<file path="config.mk">
export PLATFORM = sky130hd
export DESIGN_NAME = chs_div_cell
export DESIGN_NICKNAME = d
export VERILOG_FILES = /design/src/design/chs_pkg.sv /design/src/design/chs_div_cell.sv
export SDC_FILE = /design/constraint.sdc
export NUM_CORES = 1
export LEC_CHECK = 0
export BUFFER_PORTS_ARGS = -buffer_cell sky130_fd_sc_hd__buf_2
export CORE_AREA = 5 5 126 128
export CTS_CLUSTER_DIAMETER = 80
export DETAILED_ROUTE_END_ITERATION = 8
export DIE_AREA = 0 0 131 133
export GPL_ROUTABILITY_DRIVEN = 0
export PLACE_DENSITY = 0.81
export SYNTH_ARGS = -nofsm -noshare
export SYNTH_HDL_FRONTEND = slang
export SYNTH_SLANG_ARGS = --single-unit
</file>
<file path="constraint.sdc">
create_clock -name clk_i -period 0.92 [get_ports clk_i]
set_clock_uncertainty 0.05 [all_clocks]
set_input_delay 0.138 -clock clk_i [delete_from_list [all_inputs] [get_ports clk_i]]
set_output_delay 0.138 -clock clk_i [all_outputs]
set_load 0.1 [all_outputs]
</file>
<file path="src/design/chs_pkg.sv">
// ----------------------------------------------------------------------------
// chs_pkg
// Widths, register codes and shared types of the cubic Hermite sampler.
// ----------------------------------------------------------------------------
package chs_pkg;

  localparam int VB = 32;
  localparam int IB = 16;

  localparam int AW  = VB + IB + 2;
  localparam int BW  = VB + 2 * IB + 3;
  localparam int CW  = VB + 3 * IB;
  localparam int H1W = VB + 2 * IB + 4;
  localparam int H2W = VB + 3 * IB + 5;
  localparam int NW  = VB + 4 * IB + 6;
  localparam int NMW = NW + 1;
  localparam int DW  = 3 * IB;
  localparam int RW  = DW + 1;

  localparam int CFG_IDX_W   = 3;
  localparam int POLY_STAGES = 12;
  localparam int LATENCY     = POLY_STAGES + VB + 1;

  typedef enum logic [CFG_IDX_W-1:0] {
    REG_START_VALUE = 3'd0,
    REG_END_VALUE   = 3'd1,
    REG_START_SLOPE = 3'd2,
    REG_END_SLOPE   = 3'd3,
    REG_SPAN_LENGTH = 3'd4
  } cfg_reg_e;

  typedef struct packed {
    logic [AW-1:0] a;
    logic [BW-1:0] b;
    logic [CW-1:0] c;
    logic [CW-1:0] e;
    logic [DW-1:0] d;
  } coef_t;

  typedef struct packed {
    logic          valid;
    logic          neg;
    logic          ovf;
    logic [RW-1:0] rem;
    logic [VB-1:0] dvd;
    logic [VB-1:0] quo;
    logic [RW-1:0] den;
  } div_t;

endpackage

</file>
<file path="src/design/chs_div_cell.sv">
// ----------------------------------------------------------------------------
// chs_div_cell
// One restoring division step: resolves one quotient bit per cycle.
// ----------------------------------------------------------------------------
module chs_div_cell import chs_pkg::*; (
  input  logic clk_i,
  input  logic rst_ni,
  input  div_t div_i,
  output div_t div_o
);

  logic [RW:0] trial;
  logic        ge;
  div_t        pay_d, pay_q;
  logic        valid_q;

  always_comb begin
    trial     = {div_i.rem, div_i.dvd[VB-1]};
    ge        = trial >= {1'b0, div_i.den};
    pay_d     = div_i;
    pay_d.rem = ge ? RW'(trial - {1'b0, div_i.den}) : trial[RW-1:0];
    pay_d.dvd = {div_i.dvd[VB-2:0], 1'b0};
    pay_d.quo = {div_i.quo[VB-2:0], ge};
  end

  always_ff @(posedge clk_i or negedge rst_ni) begin
    if (!rst_ni) begin
      valid_q <= 1'b0;
    end else begin
      valid_q <= div_i.valid;
    end
  end

  always_ff @(posedge clk_i) begin
    pay_q <= pay_d;
  end

  always_comb begin
    div_o       = pay_q;
    div_o.valid = valid_q;
  end

endmodule

</file>
==> impl_metrics.py, run 1 <==
metrics = {
    "yosys": {
        "async_flop_share_pct": 0.6098,
        "yosysWarningCount": 0,
        "ys.flop_type": "dfxtp_1",
        "synth_nets": 928,
        "synthesis.area_mm2": 0.006787,
        "synth.avg_cell_area_um2": 9.545,
        "synth-seq-area-share_pct": 48.45,
        "syn_inst": 711,
        "synth.distinct_cells": 53,
        "synth_seq_cells": 164,
        "synth-edff-count": 0,
    },
    "outcome": {
        "status": "did not finish",
        "failed_stage": "4_1_cts",
        "error_line": "[ERROR DPL-0038] Utilization greater than 100%, impossible to legalize",
    },
    "floorplanning": {
        "die_w_um": 131,
        "ioPinCount": 332,
        "initial_core_util_pct": 46.01,
        "die_h_um": 133,
        "rows": 45,
    },
    "clocking": {
        "h-tree-depth": 4,
        "cts_setup_buffers": 15,
        "cts_hold_buf": 158,
        "clockRootBuffer": "clkbuf_16",
        "cts_made_buffers": 17,
        "numClockSinks": 164,
        "clockBufferDepth": 2,
        "cts_resized": 103,
    },
    "place": {
        "numPortBuffers": 329,
        "dp_hpwl_mm": 24.44,
        "place_area_mm2": 0.01256,
    },
}
synthesized netlist by cell type, types with 5 or more instances:
cell	count	area, um^2
o21ai_0	18	90.09
dfxtp_1	163	3263
o31ai_1	6	45.04
xor2_1	17	148.9
nand4_1	20	125.1
a31oi_1	5	31.28
o21bai_1	12	90.09
buf_4	6	45.04
inv_1	64	240.2
mux2_1	11	123.9
nand2_1	26	97.59
nor3_1	5	25.02
nor2_1	61	229.0
buf_2	5	25.02
ha_1	49	613.1
xnor2_1	29	254.0
a21o_1	25	187.7
nor2b_1	5	31.28
nand3_1	11	55.05
clkbuf_1	22	82.58
o21a_1	7	52.55
a21oi_1	90	450.4
per-stage QoR:
stage	std cells	setup slack [ns]
detailed placement	1359	-2.297
floorplan	711	-1.862
global placement	1359	-2.150
cell families after synthesis:
family | Yosys count | share of synthesized area, %
flip-flops | 164 | 48.45
other | 1 | 0.05526
adder cells (fa/ha/maj) | 50 | 9.329
XOR/XNOR | 46 | 5.936
AO/OA/AOI/OAI | 190 | 17.98
AND/OR/NAND/NOR | 152 | 10.64
buffers and inverters | 97 | 5.789
multiplexers | 11 | 1.825
==> inputs of run 2 (changes only) <==
--- a/config.mk
+++ b/config.mk
@@ -6,12 +6,11 @@
 export NUM_CORES = 1
 export LEC_CHECK = 0
 export BUFFER_PORTS_ARGS = -buffer_cell sky130_fd_sc_hd__buf_2
-export CORE_AREA = 5 5 126 128
-export CTS_CLUSTER_DIAMETER = 80
+export CORE_MARGIN = 5
+export CORE_UTILIZATION = 35
 export DETAILED_ROUTE_END_ITERATION = 8
-export DIE_AREA = 0 0 131 133
 export GPL_ROUTABILITY_DRIVEN = 0
-export PLACE_DENSITY = 0.81
+export PLACE_DENSITY_LB_ADDON = 0.15
 export SYNTH_ARGS = -nofsm -noshare
 export SYNTH_HDL_FRONTEND = slang
 export SYNTH_SLANG_ARGS = --single-unit
==> run 2 against run 1 <==
  * The flow now finishes, with violations (setup timing)
  * Area after synthesis unchanged
  * Synthesized cell count stayed put
==> impl_metrics.py, run 2 <==
metrics = {
    "place": {
        "post-place-ws_ns": -2.196,
        "dp_hpwl_mm": 20.75,
        "numPortBuffers": 329,
    },
    "setup_path": {
        "arrival_ns": 2.90,
        "worst-path-buf-inv": 6,
        "crit_path_frequent_cell": "a21oi_2",
        "critical_path_peak_fanout": 7,
        "path_delay_family": "compound AO/OA/AOI/OAI gates",
        "cp_slowest_cell": "fa_2",
        "slowest_delay_ns": 0.36,
        "worstSetupEndpointType": "flip-flop",
        "critPathRequiredTime_ns": 1.18,
        "criticalPathCategory": "input pin to flip-flop",
        "path_cells": "buf_8 -> clkinv_8 -> ha_4 -> inv_2 -> fa_2 -> a21oi_2 -> o22ai_2 -> o211ai_1 -> o221ai_2 -> a21oi_2 -> o41ai_4 -> a211oi_4 -> o31ai_4 -> buf_6 -> buf_12 -> buf_12 -> nor2_4 -> a21oi_2",
        "cp-start-kind": "input pin",
    },
    "yosys": {
        "synth.distinct_cells": 53,
        "yosys-top-cells-area": "dfxtp_1 (48%), ha_1 (9.0%), a21oi_1 (6.6%)",
        "synth-edff-count": 0,
        "synth_top_area_share_pct": 48.08,
        "async_flop_share_pct": 0.6098,
        "synth_seq_cells": 164,
        "synth.most_common_cell": "dfxtp_1",
        "synth.avg_cell_area_um2": 9.545,
        "synth_nets": 928,
        "yosysWarningCount": 0,
        "synthesis.area_mm2": 0.006787,
        "synth-seq-area-share_pct": 48.45,
        "ys.flop_type": "dfxtp_1",
        "synthTopCellsByCount": "dfxtp_1 (163), a21oi_1 (90), inv_1 (64)",
        "syn_inst": 711,
        "yosys.area.top_type": "dfxtp_1",
    },
    "clocking": {
        "cts_made_buffers": 17,
        "h-tree-depth": 4,
        "cts_tree": "built",
        "clockBufferDepth": 2,
        "clockRootBuffer": "clkbuf_16",
        "path_clk_slew_ns": 0.07,
        "numClockSinks": 164,
    },
    "timing": {
        "final_hold_viol_count": 0,
        "rsz0062_at_grt": "true",
        "max_freq_ghz": 0.3787,
        "fin_setup_tns_ns": -120.89,
        "slew_viol_final": 0,
        "hold_ws_ns": 0.004898,
        "finalSetupViolCount": 214,
        "finalCritPeriodShare_pct": 287.0,
        "setup_ws_ns": -1.720,
        "fin_crit_ns": 2.640,
    },
    "power_and_ir_drop": {
        "p_comb_share_pct": 47.4,
        "seq_power_share_pct": 29.0,
        "swShare_pct": 41.80,
        "intPower_uw": 17440,
        "power.switching_uw": 12530,
        "vdd_ir_drop_max_mv": 1.988,
        "powerDensity_mw_per_mm2": 1907,
        "p_leak_uw": 0.007325,
        "p_clk_share_pct": 23.6,
    },
    "drt": {
        "drt.antenna.violating_nets": 0,
        "drc_errors": 0,
        "dr.pass1.iters": 5,
        "viasPerCell": 4.806,
        "vias": 8030,
        "wl_mm": 32.96,
        "drt_iter0_markers": 444,
        "routedWlPerCell_um": 19.73,
    },
    "cells_and_area": {
        "mostFrequentLayoutCells": "buf_4 (185), buf_12 (172), buf_2 (164), dfxtp_2 (162), dlygate4sd3_1 (160)",
        "layout.nets": 1609,
        "areaGrowthSynthToFinish_pct": 131.5,
        "drive_above_1_share_pct": 58.51,
        "largest_register_ffs": 163,
        "mostFrequentLayoutCell": "buf_4",
        "finalCoreUtilization_pct": 81.53,
    },
    "global_route": {
        "grt_max_degree": 19,
        "antenna_found_initial": 3,
        "grt-ovfl-total": 0,
        "grt_pass1_wl_mm": 47.02,
        "track_usage_pct": 27.20,
        "grt_pass1_vias": 8693,
    },
    "floorplanning": {
        "die_w_um": 149.3,
        "rows": 51,
        "initial_core_util_pct": 35.22,
        "dieArea_mm2": 0.02228,
        "core_area_mm2": 0.01927,
        "ioPinCount": 332,
        "die_h_um": 149.3,
    },
    "min_path": {
        "hp-class": "input pin to flip-flop",
        "hold_start": "div_i[155]",
        "min_to": "div_o[156]",
        "whs_path_depth": 4,
    },
    "outcome": {
        "status": "finished, violations left",
        "violations": "setup timing",
    },
    "run": {
        "drv_cap": 0,
    },
}
-- run 2: how the worst max path moves through the flow --
stage | startpoint | endpoint | slack (ns) | cells past startpoint
floorplan | div_i[112] | div_o[114] | -1.86 | 14
global route | div_i[112] | div_o[138] | -1.81 | 18
global placement | div_i[112] | div_o[131] | -2.17 | 15
finish | div_i[112] | div_o[127] | -1.72 | 18
detailed placement | div_i[112] | div_o[152] | -2.20 | 17
CTS | div_i[112] | div_o[120] | -1.69 | 16
-- run 2: area by class of cell --
cell class	instances	area, um^2
clock inverters	14	132.6
inverters	64	252.7
flip-flops and latches	164	3495
repair buffers	695	7503
well taps	265	331.6
diodes	1	2.502
fillers	1038	3558
clock buffers	18	429.2
multi-input cells	450	3566
-- run 2: tightest hold or removal path, delay by kind of cell --
family	cells	cell delay, ns
AND/OR/NAND/NOR	1	0.04
buffers and inverters	2	0.20
AO/OA/AOI/OAI	1	0.09
-- run 2: logic make-up after synthesis --
| family | count (synthesis) | synth area share, % |
|---|---|---|
| and+or+nand+nor | 152 | 10.64 |
| DFF | 164 | 48.45 |
| xor gates and xnor gates | 46 | 5.936 |
| adders and majority gates | 50 | 9.329 |
| other | 1 | 0.05526 |
| AOI/OAI and AO/OA | 190 | 17.98 |
| buffers and inverters | 97 | 5.789 |
| muxes | 11 | 1.825 |
-- run 2: power by group through the flow --
stage	Clock (uW)	Sequential, uW	Combinational (uW)
6_report	7080	8680	14200
5_1_grt	7500	8740	14700
3_3_place_gp	0	8780	12600
3_5_place_dp	0	8790	12700
4_1_cts	7060	8650	13700
2_1_floorplan	0	13700	2290
-- run 2: per-layer routing --
layer | track usage, % | share of wire (%)
met5 | 0 | 0.10
met4 | 9.565 | 3.2
met3 | 9.055 | 7.9
met2 | 50.87 | 54
met1 | 28.27 | 35
-- run 2: metrics by stage --
step	power (uW)	cells	area (um^2)
floorplan	16040	711	7108
global route	30930	1670	15710
detailed placement	21530	1462	12810
CTS	29360	1665	15360
finish	29970	1671	15710
global placement	21420	1462	12810
-- run 2: timing repair --
| action | CTS | global route |
|---|---|---|
| buffers inserted | 9 | 3 |
| hold buffers | 160 | 0 |
| hold endpoints to repair | 158 | 0 |
| gates resized for setup | 70 | 67 |
| pin swaps | 24 | 10 |
| cloned | 3 | 2 |
| setup endpoints to repair | 214 | 214 |
(Power assumes the default switching activity.)
==> inputs of run 3 (changes only) <==
--- a/config.mk
+++ b/config.mk
@@ -10,7 +10,7 @@
 export CORE_UTILIZATION = 35
 export DETAILED_ROUTE_END_ITERATION = 8
 export GPL_ROUTABILITY_DRIVEN = 0
-export PLACE_DENSITY_LB_ADDON = 0.15
+export PLACE_DENSITY_LB_ADDON = 0.1
 export SYNTH_ARGS = -nofsm -noshare
 export SYNTH_HDL_FRONTEND = slang
 export SYNTH_SLANG_ARGS = --single-unit
==> run 3 against run 2 <==
  * The flow still finishes with violations (setup timing)
  * Cell count down 0.54%
  * Clock power grew 5.6%
  * Combinational power fell by 3%
  * Die area did not move
  * Non-clock buffer count decreased by 12
  * Total power fell by 0.10%
  * Sequential power about the same
==> impl_metrics.py, run 3 (synthesis gave the netlist of run 2 again) <==
metrics = {
    "drt": {
        "routedWlPerCell_um": 17.79,
        "wl_mm": 29.56,
        "drc_errors": 0,
        "viasPerCell": 4.642,
        "drt_iter0_markers": 278,
        "drt.antenna.violating_nets": 0,
        "dr.pass1.iters": 4,
        "vias": 7715,
    },
    "floorplanning": {
        "dieArea_mm2": 0.02228,
        "die_h_um": 149.3,
        "die_w_um": 149.3,
        "core_area_mm2": 0.01927,
        "rows": 51,
        "initial_core_util_pct": 35.22,
        "ioPinCount": 332,
    },
    "cells_and_area": {
        "mostFrequentLayoutCells": "buf_4 (181), buf_12 (172), dfxtp_2 (162), buf_2 (162), dlygate4sd3_1 (160)",
        "areaGrowthSynthToFinish_pct": 128.6,
        "mostFrequentLayoutCell": "buf_4",
        "largest_register_ffs": 163,
        "fin_area_mm2": 0.01551,
        "drive_above_1_share_pct": 57.36,
        "layout.nets": 1597,
    },
    "setup_path": {
        "worstSetupStartpoint": "div_i[1]",
        "critical_path_peak_fanout": 5,
        "arrival_ns": 2.88,
        "path_cells": "buf_4 -> inv_2 -> buf_4 -> fa_2 -> a21oi_4 -> o22ai_2 -> o211ai_1 -> o221ai_2 -> a21oi_2 -> o41ai_4 -> a211oi_4 -> o31ai_4 -> buf_12 -> buf_12 -> mux2_4",
        "slowest_delay_ns": 0.42,
        "cp_slowest_cell": "fa_2",
        "critPathRequiredTime_ns": 1.19,
        "path_delay_family": "compound AO/OA/AOI/OAI gates",
        "criticalPathCategory": "input pin to flip-flop",
        "worst-path-buf-inv": 5,
        "cp-start-kind": "input pin",
        "worstSetupEndpointType": "flip-flop",
    },
    "outcome": {
        "violations": "setup timing",
        "status": "finished, violations left",
    },
    "power_and_ir_drop": {
        "powerDensity_mw_per_mm2": 1929,
        "p_clk_share_pct": 25.0,
        "vdd_ir_drop_max_mv": 1.559,
        "power.switching_uw": 12320,
        "intPower_uw": 17610,
        "swShare_pct": 41.17,
        "p_comb_share_pct": 46.1,
        "p_leak_uw": 0.007257,
        "seq_power_share_pct": 28.9,
    },
    "place": {
        "dp_hpwl_mm": 20.55,
        "numPortBuffers": 329,
        "place_area_mm2": 0.01281,
    },
    "clocking": {
        "cts_made_buffers": 17,
        "clockRootBuffer": "clkbuf_16",
        "numClockSinks": 164,
        "path_clk_slew_ns": 0.08,
        "h-tree-depth": 4,
        "clockBufferDepth": 2,
        "cts_tree": "built",
    },
    "timing": {
        "final_hold_viol_count": 0,
        "rsz0062_at_grt": "true",
        "finalSetupViolCount": 214,
        "setup_ws_ns": -1.690,
        "slew_viol_final": 0,
        "hold_ws_ns": 0.01412,
        "finalCritPeriodShare_pct": 283.7,
        "max_freq_ghz": 0.3832,
        "fin_crit_ns": 2.610,
    },
    "global_route": {
        "use_met1_pct": 26.19,
        "grt_busiest_layer": "met2",
        "grtUsageMet2_pct": 49.58,
        "grt_max_degree": 25,
        "antenna_found_initial": 6,
        "grt_pass1_vias": 8327,
        "grt_util_met3_pct": 8.265,
        "grt-ovfl-total": 0,
        "track_usage_pct": 25.80,
        "grt_pass1_wl_mm": 44.58,
    },
    "run": {
        "drv_cap": 0,
    },
    "min_path": {
        "hold_start": "div_i[152]",
        "hp-class": "input pin to flip-flop",
    },
}
-- run 3: changes by cell type in the layout (fill, tap and decap cells not counted), moves of 4 or more --
cell	delta
buf_4	-4
nor2_2	+8
a21oi_1	+11
nor2_4	-16
nor2_1	+8
a21oi_2	-12
-- run 3: metal layers --
layer | wire length (um) | part of all wire (%)
met2 | 16020 | 54
met3 | 2080 | 7.0
met4 | 776 | 2.6
met1 | 10670 | 36
met5 | 21 | 0.071
-- run 3: power by group through the flow --
stage	clock network (uW)	logic (uW)	registers (uW)
after floorplan	0	2290	13700
after global placement	0	12700	8770
after detailed placement	0	12700	8790
after CTS	7560	13600	8640
after global routing	7880	14300	8710
final	7480	13800	8650
-- run 3: worst paths after layout --
kind / to / slack (ns) / depth (start not counted)
max: div_o[151] / -1.69 / 15
min: div_o[153] / 0.01 / 4
max in group asynchronous: valid_q / 0.14 / 3
min in group asynchronous: valid_q / 0.57 / 3
-- run 3: cell type report --
cell class / count / area, um^2
Timing Repair Buffer: 683 / 7320
Fill cell: 1150 / 3756
Multi-Input combinational cell: 450 / 3498
Sequential cell: 164 / 3495
Clock buffer: 17 / 425.4
Tap cell: 265 / 331.6
Inverter: 64 / 252.7
Clock inverter: 15 / 182.7
Antenna cell: 4 / 10.01
-- run 3: repair_timing --
action	in CTS	in global routing
endpoints found under the setup margin	214	214
buffers inserted	11	1
gates cloned	0	0
hold buffers	160	0
pin swaps	12	10
hold endpoints to repair	159	0
resized for setup	67	25
-- run 3: per-stage QoR --
step | TNS, ns | util [%] | setup WS, ns | total power [uW] | cells
global placement | -101.57 | 66.48 | -2.201 | 21430 | 1455
floorplan | -88.52 | - | -1.862 | 16040 | 711
finish | -116.67 | 80.51 | -1.690 | 29940 | 1662
detailed placement | -103.97 | 66.48 | -2.308 | 21530 | 1455
global route | -127.12 | 80.51 | -1.796 | 30920 | 1662
CTS | -113.70 | 79.95 | -1.600 | 29840 | 1657
==> inputs of run 4 (changes only) <==
--- a/config.mk
+++ b/config.mk
@@ -6,11 +6,13 @@
 export NUM_CORES = 1
 export LEC_CHECK = 0
 export BUFFER_PORTS_ARGS = -buffer_cell sky130_fd_sc_hd__buf_2
-export CORE_MARGIN = 5
-export CORE_UTILIZATION = 35
+export CORE_AREA = 5 5 126 128
 export DETAILED_ROUTE_END_ITERATION = 8
+export DIE_AREA = 0 0 131 133
 export GPL_ROUTABILITY_DRIVEN = 0
 export PLACE_DENSITY_LB_ADDON = 0.1
+export SKIP_CTS_REPAIR_TIMING = 1
+export SKIP_LAST_GASP = 1
 export SYNTH_ARGS = -nofsm -noshare
 export SYNTH_HDL_FRONTEND = slang
 export SYNTH_SLANG_ARGS = --single-unit
==> run 4 against run 3 <==
  * The run now fails in 5_1_grt
  * Synthesized cell count stayed put
  * Area after synthesis stayed put
==> impl_metrics.py, run 4 <==
metrics = {
    "clocking": {
        "cts_made_buffers": 17,
        "clockRootBuffer": "clkbuf_16",
        "numClockSinks": 164,
        "h-tree-depth": 4,
        "clockBufferDepth": 2,
    },
    "timing": {
        "endpoint_type": "register input",
        "worstEndpointGrtRepair": "div_o[145]$_DFF_P_/D",
    },
    "yosys": {
        "async_flop_share_pct": 0.6098,
        "synth_seq_cells": 164,
        "synth.distinct_cells": 53,
        "synth-seq-area-share_pct": 48.45,
        "yosys.area.top_type": "dfxtp_1",
        "yosysWarningCount": 0,
        "synth.avg_cell_area_um2": 9.545,
        "synthTopCellsByCount": "dfxtp_1 (163), a21oi_1 (90), inv_1 (64)",
        "ys.flop_type": "dfxtp_1",
        "synthesis.area_mm2": 0.006787,
        "synth_top_area_share_pct": 48.08,
        "synth.most_common_cell": "dfxtp_1",
        "yosys-top-cells-area": "dfxtp_1 (48%), ha_1 (9.0%), a21oi_1 (6.6%)",
        "synth-edff-count": 0,
        "syn_inst": 711,
        "synth_nets": 928,
    },
    "outcome": {
        "status": "did not finish",
        "error_line": "[ERROR DPL-0038] Utilization greater than 100%, impossible to legalize",
        "failed_stage": "5_1_grt",
    },
    "floorplanning": {
        "die_w_um": 131,
        "die_h_um": 133,
        "ioPinCount": 332,
        "rows": 45,
        "initial_core_util_pct": 46.01,
    },
    "place": {
        "dp_hpwl_mm": 21.71,
        "numPortBuffers": 329,
    },
    "global_route": {
        "grt_max_degree": 30,
    },
}
## run 4: logic make-up after synthesis
group                    count (synthesis)  share of synthesized area (%)
buffers and inverters                   97                          5.789
multiplexers                            11                          1.825
XOR/XNOR                                46                          5.936
AND/OR/NAND/NOR                        152                          10.64
AO/OA/AOI/OAI                          190                          17.98
adder cells (fa/ha/maj)                 50                          9.329
flip-flops                             164                          48.45
other                                    1                        0.05526
## run 4: per-stage QoR
stage	worst slack (ns)	std cells	hold WS, ns	TNS, ns	area [um^2]
4_1_cts	-1.836	1393	-0.6069	-119.36	13170
3_5_place_dp	-2.234	1361	-0.1345	-101.65	12560
3_3_place_gp	-2.073	1361	-0.1374	-98.31	12560
2_1_floorplan	-1.862	711	-0.2076	-88.52	7108
